$ cat config.mk
export PLATFORM = sky130hd
export DESIGN_NAME = keyed_field_extractor_top
export DESIGN_NICKNAME = d
export VERILOG_FILES = /design/src/sv/kfe_pkg.sv /design/src/sv/kfe_front.sv /design/src/sv/kfe_queue.sv /design/src/sv/kfe_back.sv /design/src/sv/keyed_field_extractor_top.sv
export SDC_FILE = /design/constraint.sdc
export NUM_CORES = 1
export LEC_CHECK = 0
export BUFFER_PORTS_ARGS = -buffer_cell sky130_fd_sc_hd__buf_2
export CORE_MARGIN = 10
export CORE_UTILIZATION = 45
export DETAILED_ROUTE_END_ITERATION = 7
export GPL_TIMING_DRIVEN = 0
export PLACE_DENSITY_LB_ADDON = 0.25
export SYNTH_ARGS = -nofsm -noshare
export SYNTH_HDL_FRONTEND = slang
export SYNTH_SLANG_ARGS = --single-unit
$ cat constraint.sdc
create_clock -name clk -period 9.4 [get_ports clk]
set_input_delay 0.94 -clock clk [delete_from_list [all_inputs] [get_ports clk]]
set_output_delay 0.94 -clock clk [all_outputs]
set_load 0.1 [all_outputs]
$ cat src/sv/kfe_pkg.sv
`timescale 1ns / 1ps

package kfe_pkg;

  localparam int MAX_KEY_LEN_DEF = 16;
  localparam int QUEUE_DEPTH_DEF = 4;
  localparam int KEY_CHARS       = 16;
  localparam int CFG_DATA_W      = 64;
  localparam int CFG_IDX_W       = 3;

  typedef enum logic [CFG_IDX_W-1:0] {
    CFG_KEY_LOW   = 3'd0,
    CFG_KEY_HIGH  = 3'd1,
    CFG_KEY_LEN   = 3'd2,
    CFG_OPEN      = 3'd3,
    CFG_CLOSE     = 3'd4,
    CFG_KEEP      = 3'd5
  } cfg_idx_t;

  typedef enum logic [1:0] {
    PH_KEY   = 2'd0,
    PH_OPEN  = 2'd1,
    PH_FIELD = 2'd2,
    PH_DONE  = 2'd3
  } phase_t;

  typedef enum logic [1:0] {
    ST_BYTE      = 2'd0,
    ST_COMPLETE  = 2'd1,
    ST_NOT_FOUND = 2'd2
  } status_t;

  typedef struct packed {
    logic [8*KEY_CHARS-1:0] key;
    logic [4:0]             key_length;
    logic [7:0]             open_char;
    logic [7:0]             close_char;
    logic                   keep_close;
  } cfg_t;

  // word passed from the front to the back
  typedef struct packed {
    status_t    kind;
    logic [7:0] data;
  } qword_t;

  function automatic logic [7:0] key_char(input logic [8*KEY_CHARS-1:0] key, input int i);
    logic [7:0] c;
    c = 8'd0;
    if (i >= 0 && i < KEY_CHARS) begin
      c = key[8*i +: 8];
    end
    return c;
  endfunction

endpackage

$ cat src/sv/kfe_front.sv
`timescale 1ns / 1ps

module kfe_front #(
  parameter int MAX_KEY_LEN = kfe_pkg::MAX_KEY_LEN_DEF
) (
  input  logic           clk,
  input  logic           rst_n,
  input  kfe_pkg::cfg_t  cfg,
  input  logic           accept,
  input  logic [7:0]     in_byte,
  input  logic           in_last,
  output logic           push,
  output kfe_pkg::qword_t push_word
);
  import kfe_pkg::*;

  localparam int SEEN_W = $clog2(MAX_KEY_LEN + 1);

  logic [7:0]        win_r [MAX_KEY_LEN];
  logic [7:0]        win_nxt [MAX_KEY_LEN];
  logic [SEEN_W-1:0] seen_r, seen_nxt, seen_shift;
  phase_t            phase_r, phase_nxt, step_phase;
  logic [SEEN_W-1:0] eff_len;
  logic [5:0]        klen6;
  logic              key_hit;

  // key length: zero acts as one, clamp to 16 and to the window depth
  always_comb begin
    klen6 = {1'b0, cfg.key_length};
    if (klen6 == 6'd0) klen6 = 6'd1;
    if (klen6 > 6'(KEY_CHARS)) klen6 = 6'(KEY_CHARS);
    if (klen6 > 6'(MAX_KEY_LEN)) klen6 = 6'(MAX_KEY_LEN);
    eff_len = SEEN_W'(klen6);
  end

  always_comb begin
    win_nxt[0] = in_byte;
    for (int j = 1; j < MAX_KEY_LEN; j++) begin
      win_nxt[j] = win_r[j-1];
    end
    seen_shift = (seen_r == SEEN_W'(MAX_KEY_LEN)) ? seen_r : seen_r + SEEN_W'(1);
  end

  // window position j (0 = newest) holds key character eff_len-1-j
  always_comb begin
    key_hit = (seen_shift >= eff_len);
    for (int j = 0; j < MAX_KEY_LEN; j++) begin
      if (j < int'(eff_len)) begin
        if (win_nxt[j] != key_char(cfg.key, int'(eff_len) - 1 - j)) key_hit = 1'b0;
      end
    end
  end

  // next state
  always_comb begin
    step_phase = phase_r;
    case (phase_r)
      PH_KEY:   if (key_hit) step_phase = PH_OPEN;
      PH_OPEN:  if (in_byte == cfg.open_char) step_phase = PH_FIELD;
      PH_FIELD: if (in_byte == cfg.close_char) step_phase = PH_DONE;
      PH_DONE:  step_phase = PH_DONE;
      default:  step_phase = PH_KEY;
    endcase
    phase_nxt = in_last ? PH_KEY : step_phase;
  end

  // outputs
  always_comb begin
    push           = 1'b0;
    push_word.kind = ST_BYTE;
    push_word.data = in_byte;
    case (phase_r)
      PH_FIELD: begin
        if (in_byte == cfg.close_char) begin
          push           = accept;
          push_word.kind = ST_COMPLETE;
        end else if (!in_last) begin
          push = accept;
        end
      end
      default: ;
    endcase
    if (in_last && step_phase != PH_DONE) begin
      push           = accept;
      push_word.kind = ST_NOT_FOUND;
      push_word.data = 8'd0;
    end
  end

  // window contents past seen_r are never compared, so they need no clearing
  always_ff @(posedge clk) begin
    if (accept) begin
      for (int j = 0; j < MAX_KEY_LEN; j++) begin
        win_r[j] <= win_nxt[j];
      end
    end
  end

  always_ff @(posedge clk) begin
    if (!rst_n) begin
      seen_r  <= '0;
      phase_r <= PH_KEY;
    end else if (accept) begin
      seen_r  <= in_last ? '0 : seen_shift;
      phase_r <= phase_nxt;
    end
  end

endmodule

$ cat src/sv/kfe_queue.sv
`timescale 1ns / 1ps

module kfe_queue #(
  parameter int DEPTH = kfe_pkg::QUEUE_DEPTH_DEF
) (
  input  logic            clk,
  input  logic            rst_n,
  input  logic            push,
  input  kfe_pkg::qword_t wdata,
  output logic            full,
  input  logic            pop,
  output logic            valid,
  output kfe_pkg::qword_t rdata
);
  import kfe_pkg::*;

  localparam int PTR_W = $clog2(DEPTH);
  localparam int CNT_W = $clog2(DEPTH + 1);

  qword_t             mem_r [DEPTH];
  logic [PTR_W-1:0]   wr_ptr_r, rd_ptr_r;
  logic [CNT_W-1:0]   count_r;
  logic               do_push, do_pop;

  assign full    = (count_r == CNT_W'(DEPTH));
  assign valid   = (count_r != '0);
  assign rdata   = mem_r[rd_ptr_r];
  assign do_push = push && !full;
  assign do_pop  = pop && valid;

  always_ff @(posedge clk) begin
    if (do_push) mem_r[wr_ptr_r] <= wdata;
  end

  always_ff @(posedge clk) begin
    if (!rst_n) begin
      wr_ptr_r <= '0;
      rd_ptr_r <= '0;
      count_r  <= '0;
    end else begin
      if (do_push) begin
        wr_ptr_r <= (wr_ptr_r == PTR_W'(DEPTH - 1)) ? '0 : wr_ptr_r + PTR_W'(1);
      end
      if (do_pop) begin
        rd_ptr_r <= (rd_ptr_r == PTR_W'(DEPTH - 1)) ? '0 : rd_ptr_r + PTR_W'(1);
      end
      if (do_push && !do_pop) count_r <= count_r + CNT_W'(1);
      else if (do_pop && !do_push) count_r <= count_r - CNT_W'(1);
    end
  end

endmodule

$ cat src/sv/kfe_back.sv
`timescale 1ns / 1ps

module kfe_back (
  input  logic            clk,
  input  logic            rst_n,
  input  logic            keep_close,
  input  logic            q_valid,
  input  kfe_pkg::qword_t q_data,
  output logic            q_pop,
  output logic            out_empty,
  input  logic            out_pop,
  output logic [7:0]      out_byte,
  output logic            out_byte_valid,
  output logic [1:0]      out_status
);
  import kfe_pkg::*;

  logic       full_r;
  logic [7:0] byte_r, byte_nxt;
  logic       bvalid_r, bvalid_nxt;
  status_t    status_r;
  logic       load;

  assign load  = q_valid && (!full_r || out_pop);
  assign q_pop = load;

  always_comb begin
    byte_nxt   = q_data.data;
    bvalid_nxt = 1'b0;
    case (q_data.kind)
      ST_BYTE:      bvalid_nxt = 1'b1;
      ST_COMPLETE:  bvalid_nxt = keep_close;
      ST_NOT_FOUND: byte_nxt = 8'd0;
      default:      byte_nxt = 8'd0;
    endcase
  end

  always_ff @(posedge clk) begin
    if (!rst_n) begin
      full_r <= 1'b0;
    end else if (load) begin
      full_r <= 1'b1;
    end else if (out_pop) begin
      full_r <= 1'b0;
    end
  end

  always_ff @(posedge clk) begin
    if (load) begin
      byte_r   <= byte_nxt;
      bvalid_r <= bvalid_nxt;
      status_r <= q_data.kind;
    end
  end

  assign out_empty      = !full_r;
  assign out_byte       = byte_r;
  assign out_byte_valid = bvalid_r;
  assign out_status     = status_r;

endmodule

$ cat src/sv/keyed_field_extractor_top.sv
`timescale 1ns / 1ps

// Keyed field extractor: takes one message byte per cycle on in_push/in_full and,
// after the configured key and opening delimiter, returns the field bytes, then a
// complete word (closing byte, byte_valid = keep_close) or a not-found word when the
// message ends first; bytes already returned for a not-found field are to be dropped.
// One byte per cycle while in_full is low: the key compare and phase update finish in
// the cycle the byte is taken. A result word is written into the short queue at the
// edge its byte is taken and loads from the queue into the output register once that
// register is free or being popped; in_full rises only when that queue is full because
// out_pop is held low. Registers are written through cfg_we/cfg_index/cfg_data; the
// user must do so only while no message is in flight, as the block does not enforce it.

module keyed_field_extractor_top #(
  parameter int MAX_KEY_LEN = kfe_pkg::MAX_KEY_LEN_DEF,
  parameter int QUEUE_DEPTH = kfe_pkg::QUEUE_DEPTH_DEF
) (
  input  logic                           clk,
  input  logic                           rst_n,
  input  logic                           in_push,
  output logic                           in_full,
  input  logic [7:0]                     in_byte,
  input  logic                           in_end_of_message,
  output logic                           out_empty,
  input  logic                           out_pop,
  output logic [7:0]                     out_byte,
  output logic                           out_byte_valid,
  output logic [1:0]                     out_status,
  input  logic                           cfg_we,
  input  logic [kfe_pkg::CFG_IDX_W-1:0]  cfg_index,
  input  logic [kfe_pkg::CFG_DATA_W-1:0] cfg_data
);
  import kfe_pkg::*;

  cfg_t   cfg_r;
  logic   accept;
  logic   f_push;
  qword_t f_word;
  logic   q_valid, q_pop;
  qword_t q_data;

  always_ff @(posedge clk) begin
    if (!rst_n) begin
      cfg_r.key        <= '0;
      cfg_r.key_length <= 5'd1;
      cfg_r.open_char  <= 8'd58;
      cfg_r.close_char <= 8'd44;
      cfg_r.keep_close <= 1'b0;
    end else if (cfg_we) begin
      case (cfg_index)
        CFG_KEY_LOW:  cfg_r.key[63:0]   <= cfg_data;
        CFG_KEY_HIGH: cfg_r.key[127:64] <= cfg_data;
        CFG_KEY_LEN:  cfg_r.key_length  <= cfg_data[4:0];
        CFG_OPEN:     cfg_r.open_char   <= cfg_data[7:0];
        CFG_CLOSE:    cfg_r.close_char  <= cfg_data[7:0];
        CFG_KEEP:     cfg_r.keep_close  <= cfg_data[0];
        default: ;
      endcase
    end
  end

  assign accept = in_push && !in_full;

  kfe_front #(.MAX_KEY_LEN(MAX_KEY_LEN)) u_front (
    .clk       (clk),
    .rst_n     (rst_n),
    .cfg       (cfg_r),
    .accept    (accept),
    .in_byte   (in_byte),
    .in_last   (in_end_of_message),
    .push      (f_push),
    .push_word (f_word)
  );

  kfe_queue #(.DEPTH(QUEUE_DEPTH)) u_queue (
    .clk   (clk),
    .rst_n (rst_n),
    .push  (f_push),
    .wdata (f_word),
    .full  (in_full),
    .pop   (q_pop),
    .valid (q_valid),
    .rdata (q_data)
  );

  kfe_back u_back (
    .clk            (clk),
    .rst_n          (rst_n),
    .keep_close     (cfg_r.keep_close),
    .q_valid        (q_valid),
    .q_data         (q_data),
    .q_pop          (q_pop),
    .out_empty      (out_empty),
    .out_pop        (out_pop),
    .out_byte       (out_byte),
    .out_byte_valid (out_byte_valid),
    .out_status     (out_status)
  );

endmodule

==> results.sh, run 1 <==
export IMPL_ys_types=87
export IMPL_nets=3287
export IMPL_p_seq_share_pct=43.4
export IMPL_clk_pin_slew_ns=0.06
export IMPL_synth_seq_cells=338
export IMPL_antenna_found_initial=4
export IMPL_wl_per_cell_um=34.8
export IMPL_finalWirelength_mm=134
export IMPL_synth_edff_count=171
export IMPL_clk_path_buf_depth=3
export IMPL_wl_met1_mm=50.2
export IMPL_layout_commonest_cell="nand2_1"
export IMPL_drt_iter0_markers=3445
export IMPL_die_area_um2=69100
export IMPL_required_ns=9.92
export IMPL_finalSetupViolations=0
export IMPL_tightest_slew_ns=1.56
export IMPL_core_um2=58000
export IMPL_hold_viol_final=0
export IMPL_crit_slowest_cell="or4_1"
export IMPL_drive_above_1_share_pct=13.3
export IMPL_sw_frac_of_total_pct=34.1
export IMPL_place_area_um2=28400
export IMPL_cp_max_fo=13
export IMPL_die_x_um=263
export IMPL_seq_area_frac_synth_pct=31.9
export IMPL_grt_pass1_vias=24900
export IMPL_dp_hpwl_mm=108
export IMPL_reg2reg_from="cfg_r[21]"
export IMPL_finalMaxSlewViolations=6
export IMPL_ys_warnings_count=0
export IMPL_h_tree_depth=2
export IMPL_portBuffers=91
export IMPL_drt_pass1_iter_count=6
export IMPL_start_kind="register"
export IMPL_slowest_delay_ns=0.60
export IMPL_worst_setup_path_type="reg2reg"
export IMPL_violations="capacitance limit, slew limit"
export IMPL_initial_core_util_pct=45.8
export IMPL_crit_path_frequent_cell="buf_4"
export IMPL_num_io_pins=94
export IMPL_powerDensity_nw_per_um2=153
export IMPL_crit_arrival_ns=9.87
export IMPL_peakVddDrop_v=0.000278
export IMPL_cts_buffers=37
export IMPL_async_flop_share_pct=0
export IMPL_syn_avg_cell_area_um2=9.37
export IMPL_area_growth_synth_to_final_pct=13.0
export IMPL_netlist_instances=2834
export IMPL_power_leakage_nw=11.3
export IMPL_cp_startpoint="cfg_r[21]"
export IMPL_die_height_um=263
export IMPL_wl_met2_mm=57.5
export IMPL_vias_per_cell=6.86
export IMPL_holdCritStartpoint="cfg_r[0]"
export IMPL_grt_max_degree=99
export IMPL_finalInstanceArea_um2=30000
export IMPL_grt_ovfl_total=0
export IMPL_numClockSinks=338
export IMPL_comb_power_share_pct=22.8
export IMPL_endpoint_kind="register"
export IMPL_status="finished, violations left"
export IMPL_final_cell_mix="nand2_1, mux2i_1, edfxtp_1"
export IMPL_cts_tree="yes"
export IMPL_p_int_w=0.00304
export IMPL_diodes=0
export IMPL_ant_nets=0
export IMPL_place_congestion=1.12
export IMPL_synth_flop_cell="edfxtp_1"
export IMPL_grt_use_total_pct=37.1
export IMPL_clkPwrFrac_pct=33.8
export IMPL_cap_violations=1
export IMPL_period_share_pct=99.4
export IMPL_holdWs_ns=0.467
export IMPL_power_switching_w=0.00157
export IMPL_dr_max_layer_used="met5"
export IMPL_finClkSkew_ns=0.0186
export IMPL_grt_first_pass_wirelength_mm=186
export IMPL_drc=0
export IMPL_maxSlewHeadroom_pct=-5.14
export IMPL_max_freq_ghz=0.107
export IMPL_route_met3_wl_mm=14.8
export IMPL_dr_total_vias=26500
export IMPL_clock_latency_ns=0.58
export IMPL_min_path_type="reg2reg"
export IMPL_period_needed_ns=9.34
export IMPL_clockRootBuffer="clkbuf_16"
export IMPL_num_rows=88
export IMPL_synthesis_area_um2=26600
## cell families after synthesis
family	count (synthesis)	synth area share (%)
AND/OR/NAND/NOR	993	18.2
AO/OA/AOI/OAI	680	17.9
flip-flops	338	31.9
multiplexers	316	18.0
buffers and inverters	262	4.03
adder cells (fa/ha/maj)	135	6.39
XOR/XNOR	109	3.65
other	1	0.0141
## sequential cells by signal, indices dropped and copies added (netlist names), 2 cells and up, named ones only
name,flops
cfg_r,150
u_front.win_r,120
u_queue.mem_r,40
u_back.out_byte,8
u_front.seen_r,5
u_queue.count_r,3
u_back.out_status,2
u_front.phase_r,2
u_queue.rd_ptr_r,2
u_queue.wr_ptr_r,2
## cell usage after synthesis (20+ instances only)
| library cell | instances | area share [%] |
|---|---|---|
| a21boi_0 | 144 | 4.1 |
| a21oi_1 | 70 | 1.3 |
| a22oi_1 | 63 | 1.8 |
| a31oi_1 | 20 | 0.47 |
| and3_1 | 23 | 0.54 |
| buf_2 | 30 | 0.57 |
| clkbuf_1 | 126 | 1.8 |
| dfxtp_1 | 167 | 13 |
| edfxtp_1 | 171 | 19 |
| ha_1 | 134 | 6.3 |
| inv_1 | 69 | 0.98 |
| mux2i_1 | 173 | 6.5 |
| mux4_2 | 127 | 11 |
| nand2_1 | 483 | 6.8 |
| nand2b_1 | 29 | 0.68 |
| nand3_1 | 95 | 1.8 |
| nand3b_1 | 20 | 0.57 |
| nand4_1 | 37 | 0.87 |
| nor2_1 | 103 | 1.5 |
| nor2b_1 | 36 | 0.85 |
| nor3_1 | 40 | 0.75 |
| nor4b_1 | 21 | 0.69 |
| o21ai_0 | 128 | 2.4 |
| o22ai_1 | 47 | 1.1 |
| xnor2_1 | 65 | 2.1 |
| xor2_1 | 42 | 1.4 |
## area by class of cell
class | instances | area [um^2]
Clock inverter | 15 | 284
Buffer | 179 | 787
Multi-Input combinational cell | 2336 | 17600
Timing Repair Buffer | 102 | 564
Inverter | 77 | 302
Clock buffer | 48 | 997
Sequential cell | 338 | 8480
Tap cell | 765 | 957
Fill cell | 5224 | 28000
## critical path, delay by kind of cell (launching register included)
family                     cells  cell delay (ns)
and+or+nand+nor               10             2.95
AOI/OAI and AO/OA              4             0.73
DFF                            1             0.47
xor gates and xnor gates       1             0.22
adders and majority gates      3             1.02
buffers and inverters         14             3.82
## what timing repair did
action,in CTS,in global routing
endpoints found under the setup margin,1,1
gates resized for setup,31,28
pin swaps,1,3
setup buffers,2,6
hold buffers,0,0
## through the flow
stage	cells	setup slack, ns	power (W)	setup TNS, ns	utilization [%]
6_report	3860	0.0581	0.00460	0	51.7
3_5_place_dp	3795	-2.79	0.00303	-2.79	49.0
2_1_floorplan	2936	2.32	0.00265	0	-
4_1_cts	3856	0.0392	0.00458	0	51.4
5_1_grt	3860	-0.0428	0.00474	-0.0428	51.7
3_3_place_gp	3792	-3.44	0.00300	-3.44	48.9
## layer usage
layer  global-route usage [%]  vias to the layer above
met3                     9.91                      502
met5                    0.284                        -
met1                     45.2                    13100
met4                     26.8                        6
met2                     55.9                     1799
li1                         -                    11100
## worst paths after layout
kind	to	slack (ns)	depth (start not counted)
max	u_front.phase_r[0]	0.06	32
min	cfg_r[0]	0.47	2
max reg2reg	u_front.phase_r[0]	0.06	32
min reg2reg	cfg_r[0]	0.47	2
## power groups by stage
stage / Sequential (W) / Combinational, W / Clock [W]
6_report: 0.00200 / 0.00105 / 0.00156
5_1_grt: 0.00200 / 0.00111 / 0.00163
4_1_cts: 0.00199 / 0.00103 / 0.00157
3_5_place_dp: 0.00201 / 0.00102 / 0
3_3_place_gp: 0.00202 / 0.000985 / 0
2_1_floorplan: 0.00209 / 0.000561 / 0
No activity file was read; power rests on OpenSTA's default activity.
==> inputs of run 2 (changes only) <==
--- a/config.mk
+++ b/config.mk
@@ -5,9 +5,13 @@
 export SDC_FILE = /design/constraint.sdc
 export NUM_CORES = 1
 export LEC_CHECK = 0
+export ABC_CLOCK_PERIOD_IN_PS = 9400
 export BUFFER_PORTS_ARGS = -buffer_cell sky130_fd_sc_hd__buf_2
+export CAP_MARGIN = 20
+export CELL_PAD_IN_SITES_DETAIL_PLACEMENT = 0
+export CELL_PAD_IN_SITES_GLOBAL_PLACEMENT = 2
 export CORE_MARGIN = 10
-export CORE_UTILIZATION = 45
+export CORE_UTILIZATION = 41
 export DETAILED_ROUTE_END_ITERATION = 7
 export GPL_TIMING_DRIVEN = 0
 export PLACE_DENSITY_LB_ADDON = 0.25
==> run 2 against run 1 <==
  * The run now ends clean
  * Largest power group unchanged
  * Hold slack better by 0.0053 ns
  * Sequential share of layout area down 0.11 points
  * Highest routed layer unchanged
  * Combinational power about the same
  * Via count down 0.12%
  * Die area up 9.0%
  * Register-to-register slack about the same
==> results.sh, run 2 (synthesis gave the netlist of run 1 again) <==
export IMPL_status="finished, final reports clean"
export IMPL_drt_pass1_iter_count=8
export IMPL_rrSetupSlack_ns=0.05
export IMPL_peakVddDrop_v=0.000137
export IMPL_reg2reg_from="cfg_r[21]"
export IMPL_endpoint_kind="register"
export IMPL_whs_endpoint="u_front.win_r[0][31]"
export IMPL_maxSlewHeadroom_pct=17.6
export IMPL_clk_path_buf_depth=3
export IMPL_pre_cts_slack_ns=-3.28
export IMPL_place_area_um2=28600
export IMPL_finalMaxSlewViolations=0
export IMPL_ant_nets=0
export IMPL_crit_path_frequent_cell="clkbuf_4"
export IMPL_place_congestion=1.08
export IMPL_dr_total_vias=26500
export IMPL_max_freq_ghz=0.107
export IMPL_final_cell_mix="nand2_1, mux2i_1, edfxtp_1"
export IMPL_final_cells=3969
export IMPL_dp_hpwl_mm=113
export IMPL_cp_max_fo=18
export IMPL_critical_path_buf_inv_count=11
export IMPL_finalInstanceArea_um2=30100
export IMPL_area_growth_synth_to_final_pct=13.5
export IMPL_holdCritStartpoint="u_front.win_r[0][23]"
export IMPL_reg2regPathDepth=31
export IMPL_reg_top3="cfg_r: 150 flops, u_front.win_r: 120 flops, u_queue.mem_r: 40 flops"
export IMPL_clock_latency_ns=0.62
export IMPL_largest_reg_flops=150
export IMPL_power_leakage_nw=11.3
export IMPL_finClkSkew_ns=0.0532
export IMPL_clkPwrFrac_pct=33.7
export IMPL_largest_register="cfg_r"
export IMPL_worstHoldPathCells=0
export IMPL_portBuffers=91
export IMPL_crit_slowest_cell="or4b_1"
export IMPL_num_rows=93
export IMPL_finalPower_w=0.00460
export IMPL_required_ns=9.90
export IMPL_cts_tree="yes"
export IMPL_p_int_w=0.00300
export IMPL_period_share_pct=99.5
export IMPL_slowest_delay_ns=0.57
export IMPL_grt_first_pass_wirelength_mm=194
export IMPL_die_area_um2=75300
export IMPL_path_delay_family="buffers and inverters"
export IMPL_core_um2=64200
export IMPL_clk_pin_slew_ns=0.06
export IMPL_h_tree_depth=2
export IMPL_vias_per_cell=6.66
export IMPL_numClockSinks=338
export IMPL_layout_commonest_cell="nand2_1"
export IMPL_start_kind="register"
export IMPL_cp_startpoint="cfg_r[21]"
export IMPL_hold_viol_final=0
export IMPL_sw_frac_of_total_pct=34.8
export IMPL_drc=0
export IMPL_period_needed_ns=9.35
export IMPL_finalWirelength_mm=142
export IMPL_grt_max_degree=71
export IMPL_p_seq_share_pct=43.4
export IMPL_drt_iter0_markers=3692
export IMPL_timing_rr_end="u_front.phase_r[0]"
export IMPL_wl_per_cell_um=35.8
export IMPL_grt_ovfl_total=0
export IMPL_die_x_um=274
export IMPL_comb_power_share_pct=22.9
export IMPL_finalSetupViolations=0
export IMPL_initial_core_util_pct=41.3
export IMPL_setup_slack_ns=0.0477
export IMPL_grt_use_total_pct=36.8
export IMPL_min_path_type="reg2reg"
export IMPL_antenna_found_initial=7
export IMPL_rsz0062_at_grt="no"
export IMPL_crit_arrival_ns=9.85
export IMPL_placed_cells=3890
export IMPL_grt_pass1_vias=24900
export IMPL_drive_above_1_share_pct=13.4
export IMPL_clockRootBuffer="clkbuf_16"
export IMPL_num_io_pins=94
export IMPL_cts_buffers=38
export IMPL_tightest_slew_ns=1.24
export IMPL_nets=3294
export IMPL_die_height_um=274
export IMPL_power_switching_w=0.00160
export IMPL_powerDensity_nw_per_um2=153
export IMPL_cap_violations=0
export IMPL_worst_setup_path_type="reg2reg"
## run 2: repair_timing
action                     4_1_cts  5_1_grt
setup buffers                    2        7
hold buffers                     0        0
setup endpoints to repair        1        1
gates resized for setup         39       12
pin swaps                        2        1
## run 2: metal layers
layer / vias to the layer above / global-route usage (%) / part of all wire (%)
met2: 1916 / 53.9 / 42
met5: - / 0 / 0.022
met3: 457 / 12.6 / 12
met1: 13000 / 45.4 / 38
met4: 4 / 24.2 / 7.9
li1: 11100 / - / -
## run 2: per-stage QoR
stage | util (%) | hold WS, ns | setup TNS (ns)
2_1_floorplan | - | 0.436 | 0
3_3_place_gp | 44.3 | 0.452 | -4.54
3_5_place_dp | 44.5 | 0.458 | -3.28
4_1_cts | 46.7 | 0.472 | 0
5_1_grt | 46.9 | 0.478 | 0
6_report | 46.9 | 0.472 | 0
## run 2: how the worst max path moves through the flow
| stage | slack, ns | end | cells after the start |
|---|---|---|---|
| finish | 0.05 | u_front.phase_r[0] | 31 |
| floorplan | 2.32 | u_front.phase_r[0] | 35 |
| CTS | 0.06 | u_front.phase_r[0] | 31 |
| detailed placement | -3.28 | u_front.phase_r[0] | 33 |
| global route | 0.004 | u_front.phase_r[0] | 30 |
| global placement | -4.54 | u_front.phase_r[0] | 31 |
## run 2: final cells by class
class                           instances  area, um^2
Fill cell                            6111       34100
Multi-Input combinational cell       2336       17500
Sequential cell                       338        8480
Tap cell                              855        1070
Clock buffer                           48        1040
Buffer                                177         790
Timing Repair Buffer                  110         628
Inverter                               77         305
Clock inverter                         22         254
Antenna cell                            6        15.0
## run 2: power by group through the flow
stage	logic [W]	clock network, W	registers (W)
after global routing	0.00112	0.00163	0.00200
after CTS	0.00103	0.00157	0.00198
final	0.00105	0.00155	0.00200
after floorplan	0.000561	0	0.00209
after global placement	0.000987	0	0.00201
after detailed placement	0.00102	0	0.00201
